==> src/rtl/assert_macros.svh <==
// ---------------------------------------------------------------------------
// assertion macros shared by the allocator rtl
// ---------------------------------------------------------------------------
`ifndef ASSERT_MACROS_SVH
`define ASSERT_MACROS_SVH

// clocked property, switched off while reset is high
`define ASSERT_CLK(lbl, clk, rst, prop) \
   lbl: assert property (@(posedge clk) disable iff (rst) prop) \
      else $error("assertion failed");

// clocked property that also holds during reset
`define ASSERT_ALWAYS(lbl, clk, prop) \
   lbl: assert property (@(posedge clk) prop) \
      else $error("assertion failed");

`endif

==> src/rtl/cpba_pkg.sv <==
// ---------------------------------------------------------------------------
// cpba_pkg
// shared constants and types of the contiguous page bitmap allocator
// ---------------------------------------------------------------------------
package cpba_pkg;

   // page geometry
   localparam int TOTAL_PAGES = 1024;          // multiple of WORD_W
   localparam int PAGE_SHIFT  = 12;
   localparam int ADDR_W      = 22;
   localparam int SIZE_W      = 23;
   localparam int STATUS_W    = 2;

   // bitmap storage: one word of WORD_W page bits per ram row
   localparam int WORD_W      = 32;
   localparam int BIT_W       = $clog2(WORD_W);
   localparam int WORDS       = TOTAL_PAGES / WORD_W;
   localparam int WORD_AW     = (WORDS > 1) ? $clog2(WORDS) : 1;

   // page index and page count widths
   localparam int PAGE_W      = $clog2(TOTAL_PAGES);
   localparam int N_W         = SIZE_W - PAGE_SHIFT + 1;
   localparam int CMP_W       = ((PAGE_W + 1 > N_W) ? PAGE_W + 1 : N_W) + 2;

   // scan digit
   localparam int DIGIT_W     = 4;
   localparam int DIGITS      = WORD_W / DIGIT_W;
   localparam int DIG_CW      = (DIGITS > 1) ? $clog2(DIGITS) : 1;

   // request codes
   localparam logic OP_ALLOC = 1'b0;
   localparam logic OP_FREE  = 1'b1;

   // result status codes
   localparam logic [STATUS_W-1:0] ST_DONE  = 2'd0;
   localparam logic [STATUS_W-1:0] ST_NOFIT = 2'd1;
   localparam logic [STATUS_W-1:0] ST_BAD   = 2'd2;

   // controls from the sequencer to the scan unit
   typedef struct packed {
      logic clr;
      logic load;
      logic step;
   } scan_ctl_type;

   // scan unit result
   typedef struct packed {
      logic              found;
      logic [PAGE_W-1:0] first;
   } scan_stat_type;

endpackage

==> src/rtl/contiguous_page_bitmap_allocator.sv <==
// ---------------------------------------------------------------------------
// contiguous_page_bitmap_allocator
// first-fit allocator of contiguous 4096-byte pages over a used-page bitmap
// ---------------------------------------------------------------------------
// A request is taken when start is high and busy is low; one result word per
// request comes back on the rsp_ ports with rsp_valid high for exactly one
// cycle, and the receiver cannot stall it. The bitmap sits in a ram of
// 32-bit rows; each row has a valid flip-flop so reset frees every page at
// once with no clearing pass. A zero-size request, an oversize allocate and a
// free past the end are answered in the next cycle. An allocate scans 4 pages
// per cycle in its digit steps: per bitmap row it reads the row, loads it and
// steps through its 8 digits, leaving early once the run is found, else it
// checks; then it reads and writes each row the run touches and answers. A
// free reads and writes each row it touches, then answers. The ram's single
// write port and single read port and the 4-bit scan digit set this pace.
// ---------------------------------------------------------------------------
`include "assert_macros.svh"

module contiguous_page_bitmap_allocator import cpba_pkg::*; (
   input  logic                clock,
   input  logic                reset,
   input  logic                start,
   output logic                busy,
   input  logic                req_op,
   input  logic [ADDR_W-1:0]   req_address,
   input  logic [SIZE_W-1:0]   req_size_bytes,
   output logic                rsp_valid,
   output logic [STATUS_W-1:0] rsp_status,
   output logic [ADDR_W-1:0]   rsp_page_address
);

   typedef enum logic [6:0] {
      S_IDLE     = 7'b0000001,
      S_SCAN_RD  = 7'b0000010,
      S_SCAN_LD  = 7'b0000100,
      S_SCAN_DIG = 7'b0001000,
      S_SCAN_CHK = 7'b0010000,
      S_UPD_RD   = 7'b0100000,
      S_UPD_WR   = 7'b1000000
   } state_type;

   state_type             state_ff, state_in;
   logic                  op_ff, op_in;
   logic [N_W-1:0]        n_ff, n_in;
   logic [PAGE_W-1:0]     lo_ff, lo_in;
   logic [PAGE_W-1:0]     hi_ff, hi_in;
   logic [WORD_AW-1:0]    word_ff, word_in;
   logic [DIG_CW-1:0]     dig_ff, dig_in;
   logic                  valid_ff [WORDS];
   logic                  rd_valid_ff;
   logic                  rsp_valid_ff, rsp_valid_in;
   logic [STATUS_W-1:0]   rsp_status_ff, rsp_status_in;
   logic [ADDR_W-1:0]     rsp_addr_ff, rsp_addr_in;

   logic                  rd_en;
   logic                  wr_en;
   logic [WORD_W-1:0]     rd_data;
   logic [WORD_W-1:0]     wr_data;
   logic [WORD_W-1:0]     old_word;
   logic [WORD_W-1:0]     mask;
   logic [BIT_W-1:0]      lo_bit;
   logic [BIT_W-1:0]      hi_bit;
   logic [WORD_AW-1:0]    lo_word;
   logic [WORD_AW-1:0]    hi_word;
   logic [N_W-1:0]        req_pages;
   logic [ADDR_W-PAGE_SHIFT-1:0] req_page;
   logic [CMP_W-1:0]      free_end;
   logic [CMP_W-1:0]      mark_end;
   scan_ctl_type          scan_ctl;
   scan_stat_type         scan_stat;

   // bitmap rows
   cpba_ram #(
      .WIDTH (WORD_W),
      .DEPTH (WORDS)
   ) u_bitmap (
      .clock   (clock),
      .wr_en   (wr_en),
      .wr_addr (word_ff),
      .wr_data (wr_data),
      .rd_en   (rd_en),
      .rd_addr (word_ff),
      .rd_data (rd_data)
   );

   // a row never written since reset reads as all free
   assign old_word = rd_valid_ff ? rd_data : '0;

   // run finder
   cpba_scan u_scan (
      .clock     (clock),
      .reset     (reset),
      .ctl       (scan_ctl),
      .word      (old_word),
      .base_page (PAGE_W'(word_ff) << BIT_W),
      .pages_n   (n_ff),
      .stat      (scan_stat)
   );

   // request decode: page count rounded up, page of the address
   assign req_pages = N_W'(req_size_bytes >> PAGE_SHIFT)
                    + N_W'(|req_size_bytes[PAGE_SHIFT-1:0]);
   assign req_page  = req_address[ADDR_W-1:PAGE_SHIFT];
   assign free_end  = CMP_W'(req_page) + CMP_W'(req_pages);
   assign mark_end  = CMP_W'(scan_stat.first) + CMP_W'(n_ff) - CMP_W'(1);

   // row mask of the pages in range
   assign lo_word = WORD_AW'(lo_ff >> BIT_W);
   assign hi_word = WORD_AW'(hi_ff >> BIT_W);
   assign lo_bit  = (word_ff == lo_word) ? lo_ff[BIT_W-1:0] : '0;
   assign hi_bit  = (word_ff == hi_word) ? hi_ff[BIT_W-1:0] : '1;
   assign mask    = ({WORD_W{1'b1}} << lo_bit)
                  & ({WORD_W{1'b1}} >> (BIT_W'(WORD_W - 1) - hi_bit));
   assign wr_data = (op_ff == OP_FREE) ? (old_word & ~mask) : (old_word | mask);

   // sequencer
   always_comb begin
      state_in      = state_ff;
      op_in         = op_ff;
      n_in          = n_ff;
      lo_in         = lo_ff;
      hi_in         = hi_ff;
      word_in       = word_ff;
      dig_in        = dig_ff;
      rsp_valid_in  = 1'b0;
      rsp_status_in = rsp_status_ff;
      rsp_addr_in   = rsp_addr_ff;
      rd_en         = 1'b0;
      wr_en         = 1'b0;
      scan_ctl      = '0;
      case (state_ff)
         S_IDLE: begin
            if (start) begin
               op_in = req_op;
               n_in  = req_pages;
               if (req_pages == '0) begin
                  rsp_valid_in  = 1'b1;
                  rsp_status_in = ST_BAD;
                  rsp_addr_in   = '0;
               end else if (req_op == OP_ALLOC) begin
                  if (CMP_W'(req_pages) > CMP_W'(TOTAL_PAGES)) begin
                     rsp_valid_in  = 1'b1;
                     rsp_status_in = ST_NOFIT;
                     rsp_addr_in   = '0;
                  end else begin
                     scan_ctl.clr = 1'b1;
                     word_in      = '0;
                     state_in     = S_SCAN_RD;
                  end
               end else begin
                  if (free_end > CMP_W'(TOTAL_PAGES)) begin
                     rsp_valid_in  = 1'b1;
                     rsp_status_in = ST_BAD;
                     rsp_addr_in   = '0;
                  end else begin
                     lo_in    = PAGE_W'(req_page);
                     hi_in    = PAGE_W'(free_end - CMP_W'(1));
                     word_in  = WORD_AW'(PAGE_W'(req_page) >> BIT_W);
                     state_in = S_UPD_RD;
                  end
               end
            end
         end
         S_SCAN_RD: begin
            rd_en    = 1'b1;
            state_in = S_SCAN_LD;
         end
         S_SCAN_LD: begin
            scan_ctl.load = 1'b1;
            dig_in        = '0;
            state_in      = S_SCAN_DIG;
         end
         S_SCAN_DIG: begin
            if (scan_stat.found) begin
               lo_in    = scan_stat.first;
               hi_in    = PAGE_W'(mark_end);
               word_in  = WORD_AW'(scan_stat.first >> BIT_W);
               state_in = S_UPD_RD;
            end else begin
               scan_ctl.step = 1'b1;
               dig_in        = dig_ff + DIG_CW'(1);
               if (dig_ff == DIG_CW'(DIGITS - 1)) begin
                  state_in = S_SCAN_CHK;
               end
            end
         end
         S_SCAN_CHK: begin
            if (scan_stat.found) begin
               lo_in    = scan_stat.first;
               hi_in    = PAGE_W'(mark_end);
               word_in  = WORD_AW'(scan_stat.first >> BIT_W);
               state_in = S_UPD_RD;
            end else if (word_ff == WORD_AW'(WORDS - 1)) begin
               rsp_valid_in  = 1'b1;
               rsp_status_in = ST_NOFIT;
               rsp_addr_in   = '0;
               state_in      = S_IDLE;
            end else begin
               word_in  = word_ff + WORD_AW'(1);
               state_in = S_SCAN_RD;
            end
         end
         S_UPD_RD: begin
            rd_en    = 1'b1;
            state_in = S_UPD_WR;
         end
         S_UPD_WR: begin
            wr_en = 1'b1;
            if (word_ff == hi_word) begin
               rsp_valid_in  = 1'b1;
               rsp_status_in = ST_DONE;
               rsp_addr_in   = (op_ff == OP_FREE) ? '0
                             : (ADDR_W'(lo_ff) << PAGE_SHIFT);
               state_in      = S_IDLE;
            end else begin
               word_in  = word_ff + WORD_AW'(1);
               state_in = S_UPD_RD;
            end
         end
         default: begin
            state_in = S_IDLE;
         end
      endcase
   end

   // control state
   always_ff @(posedge clock) begin
      if (reset) begin
         state_ff     <= S_IDLE;
         rsp_valid_ff <= 1'b0;
      end else begin
         state_ff     <= state_in;
         rsp_valid_ff <= rsp_valid_in;
      end
   end

   // row valid bits: set on the first write of a row
   always_ff @(posedge clock) begin
      if (reset) begin
         for (int i = 0; i < WORDS; i++) begin
            valid_ff[i] <= 1'b0;
         end
      end else if (wr_en) begin
         valid_ff[word_ff] <= 1'b1;
      end
   end

   // valid bit follows the ram read
   always_ff @(posedge clock) begin
      if (rd_en) begin
         rd_valid_ff <= valid_ff[word_ff];
      end
   end

   // datapath registers
   always_ff @(posedge clock) begin
      op_ff         <= op_in;
      n_ff          <= n_in;
      lo_ff         <= lo_in;
      hi_ff         <= hi_in;
      word_ff       <= word_in;
      dig_ff        <= dig_in;
      rsp_status_ff <= rsp_status_in;
      rsp_addr_ff   <= rsp_addr_in;
   end

   assign busy             = (state_ff != S_IDLE);
   assign rsp_valid        = rsp_valid_ff;
   assign rsp_status       = rsp_status_ff;
   assign rsp_page_address = rsp_addr_ff;

   // a result word only appears once the sequencer is back in idle
   `ASSERT_CLK(a_rsp_idle, clock, reset, rsp_valid |-> !busy)

   // a zero-size request is rejected in the next cycle
   `ASSERT_CLK(a_zero_size, clock, reset,
      start && !busy && req_size_bytes == '0 |=> rsp_valid && rsp_status == ST_BAD)

   // failures never report an address
   `ASSERT_CLK(a_fail_addr, clock, reset,
      rsp_valid && rsp_status != ST_DONE |-> rsp_page_address == '0)

endmodule

==> src/rtl/cpba_ram.sv <==
// ---------------------------------------------------------------------------
// cpba_ram
// generic single write port, single read port ram with registered read
// ---------------------------------------------------------------------------
module cpba_ram #(
   parameter  int WIDTH = 32,
   parameter  int DEPTH = 32,
   localparam int AW    = (DEPTH > 1) ? $clog2(DEPTH) : 1
) (
   input  logic             clock,
   input  logic             wr_en,
   input  logic [AW-1:0]    wr_addr,
   input  logic [WIDTH-1:0] wr_data,
   input  logic             rd_en,
   input  logic [AW-1:0]    rd_addr,
   output logic [WIDTH-1:0] rd_data
);

   logic [WIDTH-1:0] mem_ff [DEPTH];
   logic [WIDTH-1:0] rd_data_ff;

   // write port
   always_ff @(posedge clock) begin
      if (wr_en) begin
         mem_ff[wr_addr] <= wr_data;
      end
   end

   // registered read port
   always_ff @(posedge clock) begin
      if (rd_en) begin
         rd_data_ff <= mem_ff[rd_addr];
      end
   end

   assign rd_data = rd_data_ff;

endmodule

==> src/rtl/cpba_scan.sv <==
// ---------------------------------------------------------------------------
// cpba_scan
// digit-serial first-fit run finder: shifts a bitmap word out a digit per
// cycle while stepped and tracks the current run of free pages
// ---------------------------------------------------------------------------
`include "assert_macros.svh"

module cpba_scan import cpba_pkg::*; (
   input  logic                clock,
   input  logic                reset,
   input  scan_ctl_type        ctl,
   input  logic [WORD_W-1:0]   word,
   input  logic [PAGE_W-1:0]   base_page,
   input  logic [N_W-1:0]      pages_n,
   output scan_stat_type       stat
);

   logic [WORD_W-1:0] shift_ff, shift_in;
   logic [PAGE_W-1:0] pos_ff, pos_in;
   logic [N_W-1:0]    run_ff, run_in;
   logic [PAGE_W-1:0] start_ff, start_in;
   logic              found_ff, found_in;
   logic [PAGE_W-1:0] first_ff, first_in;

   // next state of the run tracker
   always_comb begin
      shift_in = shift_ff;
      pos_in   = pos_ff;
      run_in   = run_ff;
      start_in = start_ff;
      found_in = found_ff;
      first_in = first_ff;
      if (ctl.clr) begin
         run_in   = '0;
         found_in = 1'b0;
      end else if (ctl.load) begin
         shift_in = word;
         pos_in   = base_page;
      end else if (ctl.step) begin
         shift_in = shift_ff >> DIGIT_W;
         pos_in   = pos_ff + PAGE_W'(DIGIT_W);
         // one digit of pages, lowest page first
         for (int i = 0; i < DIGIT_W; i++) begin
            if (!found_in) begin
               if (shift_ff[i]) begin
                  run_in = '0;
               end else begin
                  if (run_in == '0) begin
                     start_in = pos_ff + PAGE_W'(i);
                  end
                  run_in = run_in + N_W'(1);
                  if (run_in == pages_n) begin
                     found_in = 1'b1;
                     first_in = start_in;
                  end
               end
            end
         end
      end
   end

   // control state
   always_ff @(posedge clock) begin
      if (reset) begin
         found_ff <= 1'b0;
         run_ff   <= '0;
      end else begin
         found_ff <= found_in;
         run_ff   <= run_in;
      end
   end

   // datapath registers
   always_ff @(posedge clock) begin
      shift_ff <= shift_in;
      pos_ff   <= pos_in;
      start_ff <= start_in;
      first_ff <= first_in;
   end

   assign stat.found = found_ff;
   assign stat.first = first_ff;

   // a found run stays put until the next request clears the tracker
   `ASSERT_CLK(a_found_holds, clock, reset,
      found_ff && !ctl.clr |=> found_ff && $stable(first_ff))

endmodule

==> config.mk <==
export PLATFORM = sky130hd
export DESIGN_NAME = contiguous_page_bitmap_allocator
export DESIGN_NICKNAME = d
export VERILOG_FILES = /design/src/rtl/cpba_pkg.sv /design/src/rtl/contiguous_page_bitmap_allocator.sv /design/src/rtl/cpba_ram.sv /design/src/rtl/cpba_scan.sv
export VERILOG_INCLUDE_DIRS = /design/src /design/src/rtl
export SDC_FILE = /design/constraint.sdc
export NUM_CORES = 2
export LEC_CHECK = 0
export ABC_CLOCK_PERIOD_IN_PS = 10500
export BUFFER_PORTS_ARGS = -buffer_cell sky130_fd_sc_hd__buf_2
export CORE_MARGIN = 8
export CORE_UTILIZATION = 55
export CTS_CLUSTER_DIAMETER = 120
export DETAILED_ROUTE_END_ITERATION = 10
export PLACE_DENSITY_LB_ADDON = 0.25
export SLEW_MARGIN = 20
export SYNTH_ARGS = -nofsm -noshare
export SYNTH_HDL_FRONTEND = slang
export SYNTH_SLANG_ARGS = --single-unit
==> constraint.sdc <==
create_clock -name clock -period 10.5 [get_ports clock]
set_input_delay 2.1 -clock clock [delete_from_list [all_inputs] [get_ports clock]]
set_output_delay 2.1 -clock clock [all_outputs]
set_load 0.01 [all_outputs]
# Yosys cells after proc, flatten, opt, wreduce, memory -nomap -nowiden
# Memory sizes are Yosys's and may differ from the RTL's. A register that Yosys moved wholly into a read port is not among the register bits.
# Cells that the tools add are included.
dict set report classes {
  magnitude_cmp 2
  n_eq_ne 33
  add_sub_neg 16
  n_div 0
  muxes 168
  mul 0
  n_bitwise 6
  n_reduce_logical 24
  shifts 2
}
# cell count
set op_table {}
lappend op_table {{$mux W10} 52}
lappend op_table {{$mux W12} 17}
lappend op_table {{$mux W22} 9}
lappend op_table {{$mux W32} 4}
lappend op_table {{$pmux W22 S3} 1}
lappend op_table {{$and A32 B32 Y32} 2}
lappend op_table {{$logic_not A12 Y1} 5}
lappend op_table {{$mux W5} 12}
lappend op_table {{$mux W7} 7}
lappend op_table {{$pmux W7 S7} 1}
lappend op_table {{$add A12 B1 Y12 const B} 4}
lappend op_table {{$eq A12 B12 Y1} 4}
lappend op_table {{$mux W1} 47}
lappend op_table {{$pmux W10 S2} 2}
lappend op_table {{$not A32 Y32} 1}
lappend op_table {{$or A32 B32 Y32} 1}
lappend op_table {{$shl A32 B5 Y32 const A} 1}
lappend op_table {{$shr A32 B5 Y32 const A} 1}
lappend op_table {{$add A10 B2 Y10 const B} 2}
lappend op_table {{$pmux W5 S4} 1}
lappend op_table {{$sub A10 B1 Y10 const B} 2}
lappend op_table {{$mux W2} 9}
lappend op_table {{$ne A2 B2 Y1 const B} 9}
lappend op_table {{$add A10 B12 Y13} 1}
lappend op_table {{other kinds (42)} 56}
dict set report word_totals {
  memories 2
  register_bits 148
  rom_bits 0
  word_cells 270
  ram_bits 1056
  out_inout_bits 26
  latchBits 0
}
# memory words word_bits rd rd_clocked_by_memory_dff wr line_no
set mem_list {}
lappend mem_list {u_bitmap.mem_ff 32 32 1 1 1 cpba_ram.sv:19} ;# logic [WIDTH-1:0] mem_ff [DEPTH];
lappend mem_list {valid_ff 32 1 1 1 32 contiguous_page_bitmap_allocator.sv:49} ;# logic valid_ff [WORDS];

# Longest topological paths before layout
dict set report depth {
  depth_word 32
  mapped_depth 28
}

# Hierarchy
# Synthesis repeated with hierarchy kept, for this count alone.
dict set report unflattened {
  cells_unflattened 4092
  hier_area_um2 56133.8
}
# module cells_per_inst instances seq_area_each_um2 area_per_inst_um2
set modules_own_cells {}
lappend modules_own_cells {cpba_ram 2260 1 31710.4 40812.9}
lappend modules_own_cells {cpba_scan 1016 1 2122.0 8275.4}
lappend modules_own_cells {contiguous_page_bitmap_allocator 816 1 2422.3 7045.5}

# Worst setup path before layout
# No wires, ideal clock.
dict set report synth_path {
  kind {in2reg}
  from {input port req_size_bytes[8]}
  to {register hi_ff[0] (enable)}
  setup_slack_ns 2.814
  t_required_ns 10.046
  arrival_time_ns 7.232
  path_stages 18
  path_cell_list {nor4_1 > nand3_1 > ha_1 > ha_1 > inv_1 > fa_1 > nor2b_1 > o21ai_0 > a21boi_0 > o21ai_0 > a21boi_0 > o21ai_0 > a21oi_1 > nor2_1 > nor2_1 > a31oi_1 > o21a_1 > o41ai_1}
}
dict set report synth_via {
  elab_chain_cells 6
}
# item line_no
set synth_lines {}
lappend synth_lines {{start, declared} contiguous_page_bitmap_allocator.sv:26} ;# input logic [SIZE_W-1:0] req_size_bytes,
lappend synth_lines {{$reduce_or A12 Y1 (*)} contiguous_page_bitmap_allocator.sv:102} ;# + N_W'(|req_size_bytes[PAGE_SHIFT-1:0]);
lappend synth_lines {{$add A11 B1 Y12 (*)} contiguous_page_bitmap_allocator.sv:102}
lappend synth_lines {{named net req_pages[1]} contiguous_page_bitmap_allocator.sv:65} ;# logic [N_W-1:0] req_pages;
lappend synth_lines {{$add A10 B12 Y13} contiguous_page_bitmap_allocator.sv:104} ;# assign free_end = CMP_W'(req_page) + CMP_W'(req_pages);
lappend synth_lines {{$gt A13 B11 Y1} contiguous_page_bitmap_allocator.sv:151} ;# if (free_end > CMP_W'(TOTAL_PAGES)) begin
lappend synth_lines {{$ne A2 B2 Y1 (no source line)} --}
lappend synth_lines {{$reduce_and A6 Y1 (no source line) (*)} --}
lappend synth_lines {{end signal, assigned} contiguous_page_bitmap_allocator.sv:260} ;# hi_ff <= hi_in;
lappend synth_lines {{end, declared} contiguous_page_bitmap_allocator.sv:46} ;# logic [PAGE_W-1:0] hi_ff, hi_in;
# The timed path passes the listed nets; every way through them passes the cells marked *.
# A chain may end at the register's enable or synchronous reset.

# Worst setup path after layout
dict set report layout_path {
  from {register u_scan.shift_ff[0]}
  to {register u_scan.first_ff[8], data pin}
}
dict set report layout_via {
  elab_chain_cells 24
}
# item line_no
set layout_lines {}
lappend layout_lines {{start, declared} cpba_scan.sv:18} ;# logic [WORD_W-1:0] shift_ff, shift_in;
lappend layout_lines {{start signal, assigned} cpba_scan.sv:75} ;# shift_ff <= shift_in;
lappend layout_lines {{parallel branches: the longest is 23 deep, another holds $add A12 B1 Y12} --}
lappend layout_lines {{$mux W10 (*)} cpba_scan.sv:44} ;# if (!found_in) begin
lappend layout_lines {{end signal, assigned} cpba_scan.sv:78} ;# first_ff <= first_in;
lappend layout_lines {{end, declared} cpba_scan.sv:23} ;# logic [PAGE_W-1:0] first_ff, first_in;
# Mark *: on every way between the ends. The select of a mux whose other input is x is not followed.

==> impl_metrics.yaml <==
drt:
  vias: 32240
  first_pass_iters: 6
  viasPerCell: 6.751
  wire_per_inst_um: 30.65
  detail_route.iter0.violations: 4210
  drtAntennaViolNets: 0
  wirelength_um: 146400
  drc: 0
power_and_ir_drop:
  leakage_nw: 18.96
  power_mw: 12.17
  peakVddDrop_uv: 161.9
  p_per_area_nw_per_um2: 204.6
timing:
  fmax_mhz: 129.4
  tightest_slew_ns: 1.172
  max-slew-margin-rel: 0.2187
  rsz0062_at_grt: "no"
  maxSlewViolCount: 0
  hold_viol: 0
  tns_ns: 0
  finalCriticalPeriod_ns: 7.726
  finalClockSkew_ns: 0.07122
  setup-violations-final: 0
  fin_crit_sh: 0.7358
grt:
  grt_usage: 0.2681
  grt.busiest_layer: "met2"
  grt_max_degree: 108
  overflow: 0
  grt_pass1_wl_um: 213200
  globalRouteMet3Util: 0.05056
  met2_usage: 0.4120
  use_met1: 0.3937
  grt_pass1_vias: 31400
  antenna_found_initial: 1
yosys:
  yosys_warnings: 0
  ys_seq_area_frac: 0.6768
  synth_area_um2: 53480
  syn_inst: 3354
  synth_area_per_cell_um2: 15.94
  synth_edf_count: 1170
  ys_ff_latch: 1223
  synth_cell_type_count: 96
  ys_async_sr_fraction: 0
  synth_flop_cell: "edfxtp_1"
critical_path:
  ff2ff_path_depth: 24
  critical_path_class: "register to register"
  end_kind: "register"
  worstPathArrival_ns: 8.21
  required_ns: 10.99
  path_max_fanout: 18
  startpoint_type: "register"
cts:
  clkLatencyLatePin_ns: 0.72
  tritoncts: "built"
  clkSinkCount: 1223
  root_buffer: "clkbuf_16"
  clockBufferDepth: 3
  numCtsBuffers: 116
  ctsResizeCount: 0
  clk_pin_slew_ns: 0.07
  cts_setup_buffers: 0
  postCtsHoldBufs: 0
  cts.htree.levels: 3
layout:
  drive_gt1_frac: 0.1973
  final_common_cell: "edfxtp_1"
  post-route-util: 0.6158
  fin_nets: 3495
  syn2layout_area_growth_pct: 11.20
  final_cell_mix: "edfxtp_1, mux4_2, nor2_1"
floorplan:
  die_w_um: 327.8
  start_util: 0.5538
  die_h_um: 327.8
  core_um2: 96570
  row_count: 114
  io_pins: 75
  die-area_um2: 107500
run_status:
  status: "completed"
hold_path:
  hold_class: "register to register"
  min_path_cells: 2
job:
  drv_cap: 0
placement:
  port-buffer-count: 50
  place_congestion: 0.9203
  hpwl_um: 82390
-- cells in the mapped netlist, drive strengths merged (61+ instances only) --
cell	count	area share
mux2i	61	0.011
edfxtp	1170	0.66
a21oi	86	0.0081
nor2	223	0.016
xnor2	70	0.011
a22oi	143	0.020
mux4	264	0.11
o21ai	120	0.011
clkbuf	138	0.0097
inv	79	0.0055
nand3	74	0.0069
nand2	176	0.012
buf	82	0.0079
-- logic make-up (layout without fill, tap and decap cells) --
kind of cell	count (synthesis)	count (layout)	share of synthesized area
DFF	1223	1223	0.6768
and+or+nand+nor	771	771	0.07220
AOI/OAI and AO/OA	565	565	0.07218
muxes	346	346	0.1270
buffers and inverters	302	435	0.02335
xor gates and xnor gates	98	98	0.01682
adders and majority gates	48	48	0.01151
other	1	13	0.00007012
-- area by class of cell --
class	instances	area [µm²]
timing repair buffer	135	900.9
multi-input combinational	1840	16630
fill	6783	37100
antenna	1	2.502
inverter	82	307.8
clock buffer	143	3014
tap	1276	1597
clock inverter	75	814.5
sequential	1223	36190
-- state kept, by name (all words and copies together) (netlist names), 12 cells and up --
signal            count
u_bitmap.mem_ff    1024
u_bitmap.rd_data     32
u_scan.shift_ff      32
valid_ff             32
n_ff                 12
u_scan.run_ff        12
-- per-stage QoR --
stage | area, µm² | cells | hold slack, ns | worst slack, ns
2_1_floorplan | 53520 | 3365 | 0.4348 | 2.814
3_5_place_dp | 55510 | 4556 | 0.4550 | 2.803
4_1_cts | 59340 | 4774 | 0.4705 | 2.709
6_report | 59470 | 4775 | 0.4679 | 2.774
3_3_place_gp | 55460 | 4556 | 0.4435 | 2.884
5_1_grt | 59460 | 4774 | 0.4844 | 2.230
-- routing by layer --
metal / vias to the layer above / wire [µm] / share of wire
li1: 13530 / - / -
met4: 0 / 4519 / 0.031
met2: 1812 / 67550 / 0.46
met1: 16590 / 59780 / 0.41
met5: - / 0 / 0
met3: 306 / 14510 / 0.099
-- where the power goes --
group | internal (mW) | switching (mW) | total, mW
logic | 0.883 | 1.32 | 2.21
registers | 5.69 | 0.0886 | 5.78
clock network | 2.37 | 1.81 | 4.18
-- final timing paths --
check                       end          startpoint  slack, ns
max          u_scan.first_ff[8]  u_scan.shift_ff[0]       2.77
min                valid_ff[24]        valid_ff[24]       0.47
max reg2reg  u_scan.first_ff[8]  u_scan.shift_ff[0]       2.77
min reg2reg        valid_ff[24]        valid_ff[24]       0.47
-- worst max-delay path, stage by stage, from the launching register on --
cell and delay (ns):
edfxtp_1 0.83, or2_1 0.57, nor2_1 0.12, a21oi_1 0.26
inv_1 0.08, ha_1 0.27, and2_1 0.20, a22oi_1 0.42
a21oi_1 0.12, xnor2_1 0.68, xnor2_1 0.22, nand2_1 0.06
and4b_1 0.39, a21o_1 0.47, a21boi_0 0.23, nor2_1 0.19
inv_1 0.07, ha_1 0.29, xnor2_1 0.16, nand4_1 0.12
a2111oi_0 0.65, o2111ai_1 0.28, nor4_2 0.32, buf_4 0.31
mux2i_1 0.25
Power figures use the tool's default switching activity.
